## src/wtf_pkg.sv

```systemverilog
// Shared widths, codes, handshake structs and reset values of the trend forecaster.
`default_nettype none
package wtf_pkg;

	// Window depth default and field widths
	localparam int unsigned WINDOW_DEPTH_DEF = 256;
	localparam int unsigned SAMPLE_W         = 32;
	localparam int unsigned CNT_W            = 11;
	localparam int unsigned HOR_W            = 16;
	localparam int unsigned MIN_W            = 11;
	localparam int unsigned CLASS_W          = 2;
	localparam int unsigned PCT_W            = 7;
	localparam int unsigned CFG_IDX_W        = 2;
	localparam int unsigned CFG_DATA_W       = 16;

	// Running sum widths, sized for a window of up to 1024 samples
	localparam int unsigned SX_W  = 20;
	localparam int unsigned SXX_W = 29;
	localparam int unsigned SY_W  = 42;
	localparam int unsigned SXY_W = 52;
	localparam int unsigned S10_W = 36;
	localparam int unsigned NUM_W = 64;
	localparam int unsigned DEN_W = 40;

	// Configuration register indexes
	localparam logic [CFG_IDX_W-1:0] CFG_HORIZON     = 2'd0;
	localparam logic [CFG_IDX_W-1:0] CFG_MIN_SAMPLES = 2'd1;

	// Configuration reset values
	localparam logic [HOR_W-1:0] HORIZON_RST = 16'd60;
	localparam logic [MIN_W-1:0] MIN_RST     = 11'd10;

	// Trend class codes
	localparam logic [CLASS_W-1:0] CLASS_UNKNOWN    = 2'd0;
	localparam logic [CLASS_W-1:0] CLASS_STABLE     = 2'd1;
	localparam logic [CLASS_W-1:0] CLASS_INCREASING = 2'd2;
	localparam logic [CLASS_W-1:0] CLASS_DECREASING = 2'd3;

	// Thresholds in raw Q16.16 and percent caps
	localparam logic signed [SAMPLE_W-1:0] STABLE_LIMIT = 32'sd655;
	localparam logic signed [SAMPLE_W-1:0] RAPID_SLOPE  = 32'sd6554;
	localparam logic [CNT_W-1:0]           RECENT_LEN   = 11'd10;
	localparam logic [PCT_W-1:0]           PROB_CAP     = 7'd90;
	localparam logic [PCT_W-1:0]           CONF_CAP     = 7'd100;
	localparam int unsigned                FRAC_BITS    = 16;

	// Divider request and response
	typedef struct packed {
		logic             start;
		logic [NUM_W-1:0] dividend;
		logic [DEN_W-1:0] divisor;
	} div_req_t;

	typedef struct packed {
		logic             done;
		logic [NUM_W-1:0] quotient;
	} div_rsp_t;

endpackage
`default_nettype wire

```

## src/wtf_divider.sv

```systemverilog
// Iterative unsigned divider, two quotient bits per cycle.
`default_nettype none
module wtf_divider (
	input  wire logic              clk,
	input  wire logic              arst_n,
	input  wire wtf_pkg::div_req_t req,
	output wtf_pkg::div_rsp_t      rsp
);

	localparam int unsigned NW    = wtf_pkg::NUM_W;
	localparam int unsigned DW    = wtf_pkg::DEN_W;
	localparam int unsigned STEPS = NW / 2;
	localparam int unsigned CW    = $clog2(STEPS);

	logic          busy_q;
	logic          done_q;
	logic [CW-1:0] cnt_q;
	logic [NW-1:0] dvd_q;
	logic [DW-1:0] rem_q;
	logic [DW-1:0] den_q;

	logic [DW-1:0] rem_mid;
	logic [DW-1:0] rem_end;
	logic          qb_hi;
	logic          qb_lo;

	// One restoring step: shift in a dividend bit, subtract when it fits
	function automatic logic [DW:0] div_step(input logic [DW-1:0] rem,
		input logic b, input logic [DW-1:0] den);
		logic [DW:0] r;
		logic [DW:0] d;
		r = {rem, b};
		d = {1'b0, den};
		if (r >= d) begin
			r = r - d;
			div_step = {r[DW-1:0], 1'b1};
		end else begin
			div_step = {r[DW-1:0], 1'b0};
		end
	endfunction

	// Two dependent steps per cycle
	always_comb begin
		{rem_mid, qb_hi} = div_step(rem_q, dvd_q[NW-1], den_q);
		{rem_end, qb_lo} = div_step(rem_mid, dvd_q[NW-2], den_q);
	end

	// Control: load on start, count steps down, pulse done
	always_ff @(posedge clk or negedge arst_n) begin
		if (!arst_n) begin
			busy_q <= 1'b0;
			done_q <= 1'b0;
			cnt_q  <= '0;
		end else begin
			done_q <= 1'b0;
			if (req.start) begin
				busy_q <= 1'b1;
				cnt_q  <= CW'(STEPS - 1);
			end else if (busy_q) begin
				cnt_q <= cnt_q - 1'b1;
				if (cnt_q == '0) begin
					busy_q <= 1'b0;
					done_q <= 1'b1;
				end
			end
		end
	end

	// Datapath: dividend shifts out, quotient bits shift in
	always_ff @(posedge clk) begin
		if (req.start) begin
			dvd_q <= req.dividend;
			rem_q <= '0;
			den_q <= req.divisor;
		end else if (busy_q) begin
			dvd_q <= {dvd_q[NW-3:0], qb_hi, qb_lo};
			rem_q <= rem_end;
		end
	end

	assign rsp.done     = done_q;
	assign rsp.quotient = dvd_q;

endmodule
`default_nettype wire

```

## config.mk

```make
export PLATFORM = sky130hd
export DESIGN_NAME = wtf_divider
export DESIGN_NICKNAME = d
export VERILOG_FILES = /design/src/wtf_pkg.sv /design/src/wtf_divider.sv
export SDC_FILE = /design/constraint.sdc
export NUM_CORES = 1
export LEC_CHECK = 0
export BUFFER_PORTS_ARGS = -buffer_cell sky130_fd_sc_hd__buf_4
export CAP_MARGIN = 30
export CELL_PAD_IN_SITES_DETAIL_PLACEMENT = 0
export CELL_PAD_IN_SITES_GLOBAL_PLACEMENT = 1
export CORE_ASPECT_RATIO = 1.2
export CORE_MARGIN = 2
export CORE_UTILIZATION = 44
export DETAILED_ROUTE_END_ITERATION = 12
export HOLD_SLACK_MARGIN = 0.05
export PLACE_DENSITY_LB_ADDON = 0.1
export SETUP_SLACK_MARGIN = 0.4
export SLEW_MARGIN = 0
export SYNTH_ARGS = -nofsm -noshare
export SYNTH_HDL_FRONTEND = slang
export SYNTH_SLANG_ARGS = --single-unit
```

## constraint.sdc

```tcl
create_clock -name clk -period 7.2 [get_ports clk]
set_clock_uncertainty 0.1 [all_clocks]
set_input_delay 0.72 -clock clk [delete_from_list [all_inputs] [get_ports clk]]
set_output_delay 0.72 -clock clk [all_outputs]
set_load 0.03 [all_outputs]
```

==> results of run 1 <==
## power by group through the flow
stage	Combinational, mW	Sequential [mW]	Clock [mW]
2_1_floorplan	3.27	1.30	0
3_3_place_gp	4.21	1.24	0
3_5_place_dp	4.21	1.24	0
4_1_cts	4.23	1.22	0.944
5_1_grt	4.81	1.25	0.982
6_report	4.32	1.22	0.926
## final cells by class
| cell class | instances | area [um2] | area share |
|---|---|---|---|
| repair buffers | 193 | 1480 | 0.112 |
| well taps | 325 | 407 | 0.0309 |
| clock buffers | 18 | 429 | 0.0326 |
| inverters | 68 | 255 | 0.0194 |
| multi-input cells | 857 | 6330 | 0.481 |
| flip-flops and latches | 151 | 4100 | 0.312 |
| clock inverters | 14 | 163 | 0.0124 |
## state kept, by name, summed over array words and instances, names as in the netlist
signal and count:
cnt_q 5, rem_q 40, den_q 40, dvd_q 64, busy_q 1, done_q 1
## metrics by stage
step	setup slack [ns]	total power [mW]
2_1_floorplan	1.47	4.57
3_3_place_gp	0.415	5.44
3_5_place_dp	0.420	5.45
4_1_cts	0.409	6.40
5_1_grt	0.414	7.04
6_report	0.827	6.47
## placed cells by master (no fill, tap or decap), drive strengths merged, types with 8 or more instances in the layout
cell type	synthesis	layout
nand2b	23	23
a2111oi	8	8
edfxtp	104	104
nand4	10	10
nor3	9	9
a31oi	12	12
mux2	77	77
and2	12	12
o21ai	48	48
a21o	42	42
xnor2	34	34
dfxtp	40	40
xor2	26	26
nor2	118	118
inv	68	75
clkbuf	35	18
nand3	21	21
nand2	59	59
buf	15	192
a21oi	90	90
a211oi	44	44
ha	82	82
mux2i	36	36
## per-layer routing
metal  vias to the layer above  share of wire  track usage  wire length, um
met2                       194           0.48        0.376            13800
met5                         -              0            0                0
met4                         0          0.014       0.0693              412
met1                      4267           0.45        0.281            12800
met3                        28          0.057       0.0581             1620
li1                       4512              -            -                -
## synthesized netlist by cell type, types with 6 or more instances
| cell | count | share of area |
|---|---|---|
| nor2_1 | 118 | 0.041 |
| edfxtp_1 | 104 | 0.29 |
| a21oi_1 | 89 | 0.041 |
| ha_1 | 82 | 0.094 |
| mux2_2 | 76 | 0.079 |
| inv_1 | 68 | 0.023 |
| nand2_1 | 59 | 0.020 |
| o21ai_0 | 43 | 0.020 |
| a211oi_1 | 42 | 0.029 |
| a21o_1 | 42 | 0.029 |
| dfxtp_1 | 40 | 0.073 |
| mux2i_1 | 36 | 0.033 |
| clkbuf_1 | 35 | 0.012 |
| xnor2_1 | 34 | 0.027 |
| xor2_1 | 26 | 0.021 |
| nand2b_1 | 23 | 0.013 |
| nand3_1 | 21 | 0.0096 |
| a31oi_1 | 12 | 0.0069 |
| and2_1 | 12 | 0.0069 |
| nand4_1 | 10 | 0.0057 |
| nor3_1 | 9 | 0.0041 |
| dfrtp_1 | 7 | 0.016 |
| a2111oi_0 | 6 | 0.0048 |
| buf_2 | 6 | 0.0028 |
| nor2b_1 | 6 | 0.0034 |
| nor4_1 | 6 | 0.0034 |
## what timing repair did
| item | 4_1_cts | 5_1_grt |
|---|---|---|
| setup endpoints to repair | 0 | 41 |
| hold endpoints to repair | 7 | 0 |
| gates resized for setup | 0 | 13 |
| setup buffers | 0 | 4 |
| hold buffers | 1 | 0 |
## cells by family after synthesis
| kind of cell | Yosys count |
|---|---|
| compound gates | 308 |
| simple gates | 292 |
| flops | 151 |
| buf+inv | 118 |
| mux | 113 |
| fa+ha+maj | 84 |
| xor+xnor | 60 |
## final timing paths
check	startpoint	end	slack, ns	cells past startpoint
min in group asynchronous	arst_n	busy_q	0.54	2
hold reg to reg	rem_q[13]	rem_q[13]	0.41	2
setup / recovery	den_q[10]	rem_q[22]	0.83	25
max in group asynchronous	arst_n	busy_q	6.32	2
hold / removal	req[17]	den_q[17]	0.35	1
setup reg to reg	den_q[10]	rem_q[22]	0.83	25
## worst register-to-register path: cells and delay by family, from the launching register on
kind	cells	cell delay [ns]
adder cells (fa/ha/maj)	2	0.72
AO/OA/AOI/OAI	13	2.64
AND/OR/NAND/NOR	5	1.45
buffers and inverters	4	0.65
flip-flops	1	0.32
multiplexers	1	0.38
==> flow_metrics.env, run 1 <==
export IMPL_rows=63
export IMPL_worst_setup_path_end_kind="flip-flop"
export IMPL_status="finished, final reports clean"
export IMPL_clkSinkCount=151
export IMPL_swShare=0.453
export IMPL_final_antenna_net_count=0
export IMPL_grt_max_degree=67
export IMPL_tightest_slew_ns=0.824
export IMPL_synth_seq_cells=151
export IMPL_n_fill_cell=2308
export IMPL_finish_utilization=0.537
export IMPL_synth_top_family_by_area="compound AO/OA/AOI/OAI gates"
export IMPL_p_comb_frac=0.668
export IMPL_maxSlewViolCount=0
export IMPL_hold_ws_ns=0.349
export IMPL_syn_num_nets=1317
export IMPL_wire_per_inst_um=17.6
export IMPL_syn_area_per_cell_um2=9.68
export IMPL_synth_compound_area_frac=0.190
export IMPL_min_period_ns=6.37
export IMPL_muxShareOfSynthArea=0.113
export IMPL_synth_fa_ha_area_frac=0.0978
export IMPL_port_buffers=171
export IMPL_place_gp_congestion=0.830
export IMPL_p_int_mw=3.54
export IMPL_critPathTopFamily="compound AO/OA/AOI/OAI gates"
export IMPL_drt_initial_drc_count=410
export IMPL_die_area_um2=26100
export IMPL_clk_pin_slew_worst_paths_ns=0.07
export IMPL_ir_drop_uv=210
export IMPL_synth_top_flop_cell="edfxtp_1"
export IMPL_vias=9001
export IMPL_p_sw_mw=2.93
export IMPL_cts_tree="built"
export IMPL_diodes=0
export IMPL_drc=0
export IMPL_place_inst=1589
export IMPL_overflow=0
export IMPL_worst_hold_path_type="in2reg"
export IMPL_cap_violations=0
export IMPL_seq_area_frac_synth=0.376
export IMPL_wirelength_um=28700
export IMPL_clock_fmax_mhz=157
export IMPL_gr_usage_all_layers=0.224
export IMPL_core_area_um2=24500
export IMPL_worstPathMaxFanout=16
export IMPL_stdcell_count=1626
export IMPL_final_area_um2=13200
export IMPL_area_growth_pct=20.7
export IMPL_start_util=0.445
export IMPL_ys_async_sr_fraction=0.0464
export IMPL_worstPathArrival_ns=6.63
export IMPL_cts_root_buf="clkbuf_16"
export IMPL_p_leak_nw=5.81
export IMPL_nets=1479
export IMPL_clkLatencyLatePin_ns=0.44
export IMPL_die_w_um=148
export IMPL_maxSlewHeadroom=0.450
export IMPL_viasPerCell=5.54
export IMPL_synth_edf_count=104
export IMPL_ys_types=79
export IMPL_clockBufferDepth=2
export IMPL_grt_pass1_vias=9149
export IMPL_cts_buffers=17
export IMPL_setup_viol=0
export IMPL_synthXorXnorAreaFrac=0.0482
export IMPL_fin_crit_sh=0.885
export IMPL_antenna_found_initial=0
export IMPL_io_pins=172
export IMPL_path_class="reg2reg"
export IMPL_die_h_um=176
export IMPL_cp_start_kind="flip-flop"
export IMPL_drive_above_1_share=0.248
export IMPL_ys_warnings_count=0
export IMPL_firstDrtPassIters=7
export IMPL_synthCells=1126
export IMPL_tns_ns=0
export IMPL_crit_path_top_delay_cell="or4b_1"
export IMPL_clkPwrFrac=0.143
export IMPL_yosys_area_share_simple=0.127
export IMPL_syn_area_um2=10900
export IMPL_pwr_share_seq=0.189
export IMPL_grt_pass1_wl_um=46600
export IMPL_power_density_nw_per_um2=492
export IMPL_cp_required_ns=7.45
export IMPL_crit_buf_inv=4
export IMPL_h_tree_depth=4
export IMPL_hold_viol_final=0
export IMPL_dp_hpwl_um=21800
export IMPL_dpl_cell_area_um2=12500
export IMPL_slowest_delay_ns=0.52
export IMPL_rsz0062_at_grt="false"
(Power assumes the default switching activity.)
==> inputs of run 2 (changes only) <==
Clock period 7.2 ns to 6.6 ns, I/O delays scaled along.
==> run 2 against run 1 <==
  * Combinational power rose by 31%
  * Sequential power rose by 11%
  * Non-clock buffer count rose by 40
  * First-iteration DRC count rose by 20%
  * Cell count rose by 2.5%
  * Maximum frequency rose by 5.2%
  * Global-route usage fell by 0.10 points
  * Design area rose by 6.8%
  * Via count rose by 2.4%
==> flow_metrics.env, run 2 (synthesized netlist as in run 1, its figures left out) <==
export IMPL_clk_pin_slew_worst_paths_ns=0.07
export IMPL_clock_fmax_mhz=165
export IMPL_status="finished, final reports clean"
export IMPL_min_period_ns=6.06
export IMPL_power_density_nw_per_um2=572
export IMPL_n_fill_cell=2253
export IMPL_maxSlewViolCount=0
export IMPL_slowest_delay_ns=0.52
export IMPL_reg2reg_slack_ns=0.54
export IMPL_maxSlewHeadroom=0.418
export IMPL_diodes=0
export IMPL_drc=0
export IMPL_final_cell_mix="buf_4 (217), nor2_1 (115), edfxtp_1 (104), mux2_2 (75), a21oi_1 (65)"
export IMPL_rows=63
export IMPL_tightest_slew_ns=0.873
export IMPL_largestRegisters="dvd_q x64, den_q x40, rem_q x40"
export IMPL_area_growth_pct=29.0
export IMPL_nets=1519
export IMPL_largest_reg_flops=64
export IMPL_clockBufferDepth=2
export IMPL_final_antenna_net_count=0
export IMPL_crit_chain="inv_2 -> ha_4 -> a21o_1 -> o41a_1 -> o211ai_2 -> a21o_1 -> a2111oi_4 -> or3_4 -> buf_6 -> clkbuf_16 -> a21oi_4 -> ha_1 -> nand2b_1 -> a21oi_2 -> o31a_1 -> a21oi_4 -> o31a_1 -> o21ai_2 -> a2111o_1 -> a31oi_2 -> o211a_4 -> clkbuf_16 -> o32ai_1 -> a31o_2"
export IMPL_path_class="reg2reg"
export IMPL_grt_max_degree=97
export IMPL_worstPathArrival_ns=6.29
export IMPL_antenna_found_initial=0
export IMPL_drive_above_1_share=0.324
export IMPL_grt_pass1_wl_um=46700
export IMPL_rsz0062_at_grt="true"
export IMPL_hold_ws_ns=0.296
export IMPL_io_pins=172
export IMPL_crit_start="den_q[4]"
export IMPL_fin_crit_sh=0.918
export IMPL_wire_per_inst_um=18.4
export IMPL_pre_cts_ws_ns=0.261
export IMPL_min_delay_start="req[16]"
export IMPL_wirelength_um=30600
export IMPL_final_common_cell="buf_4"
export IMPL_clkSinkCount=151
export IMPL_die_area_um2=26100
export IMPL_cp_required_ns=6.83
export IMPL_viasPerCell=5.53
export IMPL_drt_initial_drc_count=490
export IMPL_vias=9217
export IMPL_h_tree_depth=4
export IMPL_crit_path_top_delay_cell="or3_4"
export IMPL_dp_hpwl_um=21900
export IMPL_worstPathMaxFanout=14
export IMPL_port_buffers=171
export IMPL_firstDrtPassIters=5
export IMPL_die_h_um=176
export IMPL_core_area_um2=24500
export IMPL_cts_tree="built"
export IMPL_setup_slack_ns=0.542
export IMPL_start_util=0.445
export IMPL_cts_buffers=17
export IMPL_grt_pass1_vias=9231
export IMPL_setup_viol=0
export IMPL_ir_drop_uv=233
export IMPL_r2r_start="den_q[4]"
export IMPL_dpl_cell_area_um2=12700
export IMPL_hold_viol_final=0
export IMPL_gr_usage_all_layers=0.223
export IMPL_top_register="dvd_q"
export IMPL_overflow=0
export IMPL_p_leak_nw=6.07
export IMPL_worst_setup_path_end_kind="flip-flop"
export IMPL_cp_start_kind="flip-flop"
export IMPL_worst_hold_path_type="in2reg"
export IMPL_clkLatencyLatePin_ns=0.44
export IMPL_die_w_um=148
export IMPL_tns_ns=0
export IMPL_power_mw=8.04
export IMPL_final_area_um2=14100
export IMPL_place_gp_congestion=0.834
export IMPL_cap_violations=0
export IMPL_cts_root_buf="clkbuf_16"
run 2: cell count changes in the layout (fill, tap and decap cells not counted), sizes merged:
cell	delta
inv	-3
buf	+33
clkbuf	+10
run 2: cell type report:
| type | count | area, um2 | area share |
|---|---|---|---|
| Clock inverter | 11 | 139 | 0.00988 |
| Sequential cell | 151 | 4100 | 0.292 |
| Timing Repair Buffer | 233 | 1960 | 0.139 |
| Multi-Input combinational cell | 857 | 6750 | 0.480 |
| Clock buffer | 21 | 450 | 0.0320 |
| Tap cell | 325 | 407 | 0.0289 |
| Inverter | 68 | 255 | 0.0182 |
run 2: stage by stage:
step | util | instances
floorplan | - | 1126
global placement | 0.518 | 1616
detailed placement | 0.518 | 1616
CTS | 0.545 | 1651
global route | 0.574 | 1666
finish | 0.574 | 1666
run 2: routing by layer:
| layer | global-route usage | vias up | part of all wire |
|---|---|---|---|
| met5 | 0 | - | 0 |
| met4 | 0.0689 | 0 | 0.021 |
| met3 | 0.0584 | 42 | 0.056 |
| met2 | 0.375 | 234 | 0.49 |
| met1 | 0.279 | 4372 | 0.43 |
| li1 | - | 4569 | - |
run 2: power by group:
part           switching [mW]  internal, mW  leakage [nW]
clock                   0.435         0.576         0.281
sequential              0.141          1.21          1.47
combinational            2.99          2.69          4.32
run 2: timing repair:
action,in CTS,in global routing
resized for setup,7,100
hold endpoints to repair,7,0
endpoints found under the setup margin,39,41
hold buffers,1,0
setup buffers,2,8
gates cloned,0,7
pin swaps,2,24
run 2: worst max-delay path, delay by kind of cell (launching register included):
family | cells | cell delay, ns
buffers and inverters | 4 | 0.66
and+or+nand+nor | 2 | 0.63
AOI/OAI and AO/OA | 16 | 3.68
adders and majority gates | 2 | 0.49
DFF | 1 | 0.38
run 2: worst paths after layout:
path,end,depth (start not counted)
setup / recovery,rem_q[37],24
hold / removal,den_q[16],1
setup reg to reg,rem_q[37],24
hold reg to reg,rem_q[26],2
max in group asynchronous,busy_q,2
min in group asynchronous,done_q,2
